`config.mk`:
```
export PLATFORM = sky130hd
export DESIGN_NAME = tag_key_password_derive
export DESIGN_NICKNAME = d
export VERILOG_FILES = /design/src/sv/tkpd_pkg.sv /design/src/sv/tag_key_password_derive.sv
export SDC_FILE = /design/constraint.sdc
export NUM_CORES = 2
export LEC_CHECK = 0
export BUFFER_PORTS_ARGS = -buffer_cell sky130_fd_sc_hd__buf_2
export CAP_MARGIN = 20
export CORE_MARGIN = 10
export CORE_UTILIZATION = 56
export DETAILED_ROUTE_END_ITERATION = 16
export PLACE_DENSITY = 0.79
export SETUP_SLACK_MARGIN = 0.1
export SLEW_MARGIN = 25
export SYNTH_ARGS = -nofsm -noshare
export SYNTH_HDL_FRONTEND = slang
export SYNTH_SLANG_ARGS = --single-unit
```
`constraint.sdc`:
```
create_clock -name clk -period 7.5 [get_ports clk]
set_input_delay 2.25 -clock clk [delete_from_list [all_inputs] [get_ports clk]]
set_output_delay 2.25 -clock clk [all_outputs]
set_load 0.02 [all_outputs]
```
`src/sv/tkpd_pkg.sv`:
```
// tkpd_pkg: constants and helper functions for the tag key / password derivation.
// Holds the fixed base words and the round mix. No dependencies.
`timescale 1ns / 1ps
`default_nettype none

package tkpd_pkg;

  typedef logic [31:0] word_t;

  // Key base, words 1..5 (byte 7 of word 1 is fixed, identifier fills the rest)
  localparam logic [7:0] KeyByte7  = 8'hb7;
  localparam word_t      KeyWord2  = 32'he7e6d7d5;
  localparam word_t      KeyWord3  = 32'hd8a83cba;
  localparam word_t      KeyWord4  = 32'hcf684775;
  localparam word_t      KeyWord5  = 32'haafee923;
  localparam logic [7:0] ForceByte = 8'haa;

  // Text base, words 1..7
  localparam logic [7:0] TextByte7 = 8'h28;
  localparam word_t      TextWord2 = 32'h43202963;
  localparam word_t      TextWord3 = 32'h7279706f;
  localparam word_t      TextWord4 = 32'h74686769;
  localparam word_t      TextWord5 = 32'h47454c20;
  localparam word_t      TextWord6 = 32'h3032204f;
  localparam word_t      TextWord7 = 32'haaaa3431;

  // Word with its top byte forced
  function automatic word_t force_top(input word_t w);
    return {ForceByte, w[23:0]};
  endfunction

  // Carried part of one round: rotr(a,25) + rotr(a,10) - a
  function automatic word_t mix_carry(input word_t a);
    word_t r25;
    word_t r10;
    r25 = {a[24:0], a[31:25]};
    r10 = {a[9:0], a[31:10]};
    return r25 + r10 - a;
  endfunction

  function automatic word_t bswap(input word_t v);
    return {v[7:0], v[15:8], v[23:16], v[31:24]};
  endfunction

endpackage

`default_nettype wire

```
`src/sv/tag_key_password_derive.sv`:
```
// Pipeline: 7 register stages; out_valid and the result words are driven from the last
// stage.
// Throughput: one identifier per cycle; busy is never raised and results are never held.
// Reset clears the stage valid bits only; data registers are not reset.
// Stage 1 does rounds 1-2, stages 2-7 one round each of the text mix, key words tap off
// the key mix at stages 2 to 5 and ride along to the output stage.
`timescale 1ns / 1ps
`default_nettype none

module tag_key_password_derive import tkpd_pkg::*; (
  input  wire logic        clk,
  input  wire logic        rst_n,
  input  wire logic        start,
  output logic             busy,
  input  wire logic [55:0] in_tag_uid,
  output logic             out_valid,
  output logic [31:0]      out_key_word_0,
  output logic [31:0]      out_key_word_1,
  output logic [31:0]      out_key_word_2,
  output logic [31:0]      out_key_word_3,
  output logic [31:0]      out_access_password
);

  localparam int Stages = 7;

  logic [Stages:1] vld_r;

  word_t tacc_r [1:Stages];
  word_t kacc_r [1:4];
  word_t key0_r [2:Stages];
  word_t key1_r [3:Stages];
  word_t key2_r [4:Stages];
  word_t key3_r [5:Stages];

  word_t w0;
  word_t c0;
  word_t kacc1_nxt;
  word_t tacc1_nxt;
  word_t kc [1:4];
  word_t tc [1:6];

  logic accept;

  assign busy   = 1'b0;
  assign accept = start & ~busy;

  // Round 1 leaves acc = w0, round 2 adds word 1 on top of the mixed w0
  assign w0        = in_tag_uid[31:0];
  assign c0        = mix_carry(w0);
  assign kacc1_nxt = {KeyByte7, in_tag_uid[55:32]} + c0;
  assign tacc1_nxt = {TextByte7, in_tag_uid[55:32]} + c0;

  always_comb begin
    for (int i = 1; i <= 4; i++) begin
      kc[i] = mix_carry(kacc_r[i]);
    end
    for (int i = 1; i <= 6; i++) begin
      tc[i] = mix_carry(tacc_r[i]);
    end
  end

  always_ff @(posedge clk) begin
    if (!rst_n) begin
      vld_r <= '0;
    end else begin
      vld_r <= {vld_r[Stages-1:1], accept};
    end
  end

  always_ff @(posedge clk) begin
    tacc_r[1] <= tacc1_nxt;
    kacc_r[1] <= kacc1_nxt;

    // Key mix: rounds 3..5 carried, key words 0..2 split off with the top byte forced
    kacc_r[2] <= kc[1] + KeyWord2;
    kacc_r[3] <= kc[2] + KeyWord3;
    kacc_r[4] <= kc[3] + KeyWord4;

    key0_r[2] <= kc[1] + force_top(KeyWord2);
    key1_r[3] <= kc[2] + force_top(KeyWord3);
    key2_r[4] <= kc[3] + force_top(KeyWord4);
    key3_r[5] <= kc[4] + KeyWord5;

    tacc_r[2] <= tc[1] + TextWord2;
    tacc_r[3] <= tc[2] + TextWord3;
    tacc_r[4] <= tc[3] + TextWord4;
    tacc_r[5] <= tc[4] + TextWord5;
    tacc_r[6] <= tc[5] + TextWord6;
    tacc_r[7] <= tc[6] + TextWord7;

    for (int i = 3; i <= Stages; i++) key0_r[i] <= key0_r[i-1];
    for (int i = 4; i <= Stages; i++) key1_r[i] <= key1_r[i-1];
    for (int i = 5; i <= Stages; i++) key2_r[i] <= key2_r[i-1];
    for (int i = 6; i <= Stages; i++) key3_r[i] <= key3_r[i-1];
  end

  assign out_valid           = vld_r[Stages];
  assign out_key_word_0      = bswap(key0_r[Stages]);
  assign out_key_word_1      = bswap(key1_r[Stages]);
  assign out_key_word_2      = bswap(key2_r[Stages]);
  assign out_key_word_3      = bswap(key3_r[Stages]);
  assign out_access_password = bswap(tacc_r[Stages]);

endmodule

`default_nettype wire

```
Word-level counts from Yosys, hierarchy flattened --
Memory sizes are Yosys's and may differ from the RTL's. Cells that the tools add are included.
Word-level totals: flip-flop bits (word level) 7, RAM bits 928, output and inout bits 162, logic and storage cells 44, memories kept 6
Cells by class: $add $sub $neg 37
Memory list:
- tacc_r | depth 7, width 32, read ports 7, clocked after memory_dff 0, wr ports 7, RTL line tag_key_password_derive.sv:28 | word_t tacc_r [1:Stages];
- key0_r | depth 6, width 32, read ports 6, clocked after memory_dff 0, wr ports 6, RTL line tag_key_password_derive.sv:30 | word_t key0_r [2:Stages];
- key1_r | depth 5, width 32, read ports 5, clocked after memory_dff 0, wr ports 5, RTL line tag_key_password_derive.sv:31 | word_t key1_r [3:Stages];
- kacc_r | depth 4, width 32, read ports 4, clocked after memory_dff 0, wr ports 4, RTL line tag_key_password_derive.sv:29 | word_t kacc_r [1:4];
- key2_r | depth 4, width 32, read ports 4, clocked after memory_dff 0, wr ports 4, RTL line tag_key_password_derive.sv:32 | word_t key2_r [4:Stages];
- key3_r | depth 3, width 32, read ports 3, clocked after memory_dff 0, wr ports 3, RTL line tag_key_password_derive.sv:33 | word_t key3_r [5:Stages];
Operator list (number):
- 32-bit adder | 12
- 32-bit subtractor | 11
- 32-bit adder (second input constant) | 8
- 32-bit by 31-bit adder with 32-bit output (second input constant) | 4
- 30-bit by 32-bit adder with 32-bit output | 1
- 32-bit by 30-bit adder with 32-bit output (second input constant) | 1

Logic depth before layout (Yosys ltp) --
An unclocked memory read counts as a cell.
depth in word-level cells 4, mapped depth 27

Worst setup path after synthesis --
Ideal clock, no wire load.
path kind input to register, start point in in_tag_uid[16], end point reg, netlist name tacc_r[0][63], setup time 0.127 ns, data arrival time 6.960 ns, path slack 0.412 ns, stages 23, path through inv_1 > fa_1 > inv_1 > ha_1 > a2111oi_0 > o21ai_0 > a221oi_1 > nor2b_1 > o21ai_0 > nand2b_1 > a21oi_1 > xnor2_1 > ha_1 > nand4_1 > nor2_1 > nand3_1 > o311ai_0 > nand2_1 > o2111ai_1 > nand4_1 > a21boi_0 > o21ai_0 > xor2_1
RTL lines:
- from (decl) | RTL line tag_key_password_derive.sv:15 | input wire logic [55:0] in_tag_uid,

==> summary.md <==
| Metric | Value |
|---|---|
| Outcome | complete, no violations |
| Mapped cell area | 0.0505 mm2 |
| I/O pins | 221 |
| Clk sink count | 838 |
| Initial antenna violation count | 4 |
| DRC violation count after routing | 0 |
| Worst hold path startpoint | key0_r[0][130]$_DFF_P_ |
| Routability cong. | 0.973 |
| Clk Latency, worst-skew pair | 0.66 ns |
| Simple-Gate Fraction of Synth Area | 0.0837 |
| Yosys top cell by area | dfxtp_1 |
| Postcts setup bufs | 0 |
| Num CTS Buffers | 84 |
| First-pass DRT Iterations | 5 |
| CTS Hold Bufs | 0 |
| CP max stage delay | 0.51 ns |
| WP data arrival | 7.39 ns |
| Number of global-route vias before repair | 35,481 |
| Cell variety after synth | 96 |
| NumNets Final | 6,411 |
| Worst-Margin Slew | 1.06 ns |
| Cts repair resizes | 0 |
| RSZ-0062 raised after global routing | false |
| Die Y-Extent | 320 um |
| Post-Route WL | 119,000 um |
| Remaining Overflow, GRT | 0 |
| Post-synth EDFFs | 0 |
| Synth top area cells | dfxtp_1 33%, ha_1 14%, fa_1 14% |
| Setup violators final | 0 |
| Worst Hold Class | flop to flop |
| Synth Area in XOR/XNOR | 0.0736 |
| Post-synthesis net count | 6,222 |
| Reg2Reg Setup Slack | 2.25 ns |
| WP data required | 8.06 ns |
| Post-synthesis mux area share | 0.00166 |
| Max Clock Freq | 0.147 GHz |
| GRT Util Overall | 0.228 |
| Crit path top cell by count | buf_4 |
| Largest family of logic cells by synthesized area | adder cells |
| Worst R2R Start | kacc_r[0][43]$_DFF_P_ |
| Synth top area share | 0.332 |
| Post-synthesis adder-cell area fraction | 0.277 |
| Fin crit share | 0.910 |
| Worst setup path end | kacc_r[0][63]$_DFF_P_ |
| CP startpoint | in_tag_uid[16] |
| Synthesized netlist cell count | 5,249 |
| Clk buf depth | 3 |
| Post-route ant nets | 0 |
| Layout cells sized above 1 | 0.0853 |
| Fill cell count | 7,463 |
| Ys async rst share | 0 |
| Type of the worst setup path | input pin to flop |
| DR vias/cell | 5.27 |
| Synth Area in Compound Gates | 0.130 |
| Worst setup SP type | input pin |
| CP Max Fanout | 4 |
| Vias | 35,247 |
| Yosys warning count | 0 |
| Core Area | 0.0897 mm2 |
| Register area share after synthesis | 0.332 |
| Critical path endpoint category | flop |
| Relative slew slack | 0.288 |
| CTS tree | done |
| Post-DP HPWL | 99,500 um |
| Tmin final | 6.82 ns |
| Synth Area per Inst | 9.62 um2 |
| CTS clk-pin slew, worst paths | 0.06 ns |
| Number of port buffers | 219 |
| Final setup TNS | 0 ns |
| Final Slew Violations | 0 |
| DR WL/cell | 17.8 um |
| Worst Skew | 0.0345 ns |
| Main flop type after synthesis | dfxtp_1 |
| Row count | 110 |
| Die ar. | 0.103 mm2 |
| Fin. Hold Viols | 0 |
| MaxCap Viol Count | 0 |
| Largest net degree at the start of global routing | 17 |
| Reg2reg end | tacc_r[0][95]$_DFF_P_ |
| #FFs+latches synth | 838 |
| Drt initial violations | 2,067 |
| H-Tree Depth | 3 |
| Width of the die | 320 um |
| Clock root buffer | clkbuf_16 |
| Initial Util | 0.563 |
| Slowest cell on the critical path | fa_1 |
| First-pass GRT wire length | 187,000 um |
| FF-to-FF path depth | 16 |
| P&R area growth vs syn | 9.53% |
metal layers:
| metal | part of all wire | vias to the layer above | routed length [um] | global-route usage |
|---|---|---|---|---|
| met1 | 0.42 | 16494 | 49800 | 0.272 |
| met3 | 0.057 | 284 | 6790 | 0.0420 |
| met2 | 0.48 | 1028 | 56900 | 0.399 |
| met5 | 0.00011 | - | 13 | 0 |
| met4 | 0.044 | 2 | 5230 | 0.0980 |
| li1 | - | 17439 | - | - |
sequential cells by signal (all words and copies together), names as in the netlist:
register and flops:
key1_r 160, key2_r 128, key0_r 192, key3_r 96
tacc_r 200, vld_r 7, kacc_r 55
cell usage in the layout, fill, tap and decap left out, types with 35 or more instances in the layout:
cell type and instances:
a211oi_1 48, a21o_1 128, a21oi_1 271, and2_1 35
and3_1 43, buf_2 219, buf_4 44, clkbuf_16 84
dfxtp_1 838, fa_1 342, ha_1 572, inv_1 1078
nand2_1 165, nand2b_1 42, nand3_1 86, nor2_1 243
nor2b_1 45, nor3_1 82, o21a_1 42, o21ai_0 151
o21bai_1 56, xnor2_1 310, xor2_1 114
area by class of cell:
type | count | area (um2) | area share
diodes | 2 | 5.00 | 0.0000905
multi-input cells | 3173 | 28600 | 0.517
flip-flops and latches | 838 | 16800 | 0.303
repair buffers | 263 | 1430 | 0.0258
inverters | 1078 | 4050 | 0.0732
clock inverters | 48 | 642 | 0.0116
well taps | 1176 | 1470 | 0.0266
clock buffers | 107 | 2350 | 0.0425
Yosys cell counts, drive strengths merged (26+ instances only):
library cell  count
a21o            128
nand2           165
o21ai           157
nor2            243
and3             43
dfxtp           838
o21a             42
xor2            114
and2             35
nand2b           42
nand3            86
inv            1078
nor2b            45
o21bai           56
xnor2           310
a211oi           52
fa              342
ha              572
o211ai           29
a31oi            30
buf             134
nor3             83
a21oi           271
clkbuf           26
how the worst min path moves through the flow:
stage	slack, ns	cells past startpoint	end
floorplan	0.31	0	key0_r[0][120]$_DFF_P_
global placement	0.31	0	key0_r[0][202]$_DFF_P_
detailed placement	0.31	0	key0_r[0][199]$_DFF_P_
CTS	0.31	0	key1_r[6][23]$_DFF_P_
global route	0.32	0	key1_r[6][23]$_DFF_P_
finish	0.31	0	key0_r[0][162]$_DFF_P_
critical path, delay by kind of cell:
kind                     cells  cell delay [ns]
AO/OA/AOI/OAI                9             1.90
adder cells (fa/ha/maj)      3             1.09
AND/OR/NAND/NOR              8             0.96
buffers and inverters        7             0.86
XOR/XNOR                     2             0.29
metrics by stage:
stage | std cells | area, um2 | utilization | hold WS, ns | setup WS (ns)
2_1_floorplan | 5249 | 50500 | - | 0.310 | 0.412
3_3_place_gp | 6528 | 52300 | 0.583 | 0.310 | -0.0560
3_5_place_dp | 6528 | 52300 | 0.583 | 0.312 | -0.0673
4_1_cts | 6683 | 55300 | 0.616 | 0.306 | 0.565
5_1_grt | 6683 | 55300 | 0.616 | 0.316 | 0.191
6_report | 6685 | 55300 | 0.616 | 0.311 | 0.676
cell families (layout without fill, tap and decap cells):
kind of cell | count (synthesis) | in the layout
multiplexers | 8 | 8
other | 1 | 3
AO/OA/AOI/OAI | 969 | 969
flip-flops | 838 | 838
buffers and inverters | 1238 | 1496
AND/OR/NAND/NOR | 857 | 857
adder cells (fa/ha/maj) | 914 | 914
XOR/XNOR | 424 | 424
Power is not shown: default switching activity piles up to over one toggle a cycle in this logic, so the estimate is an artifact.
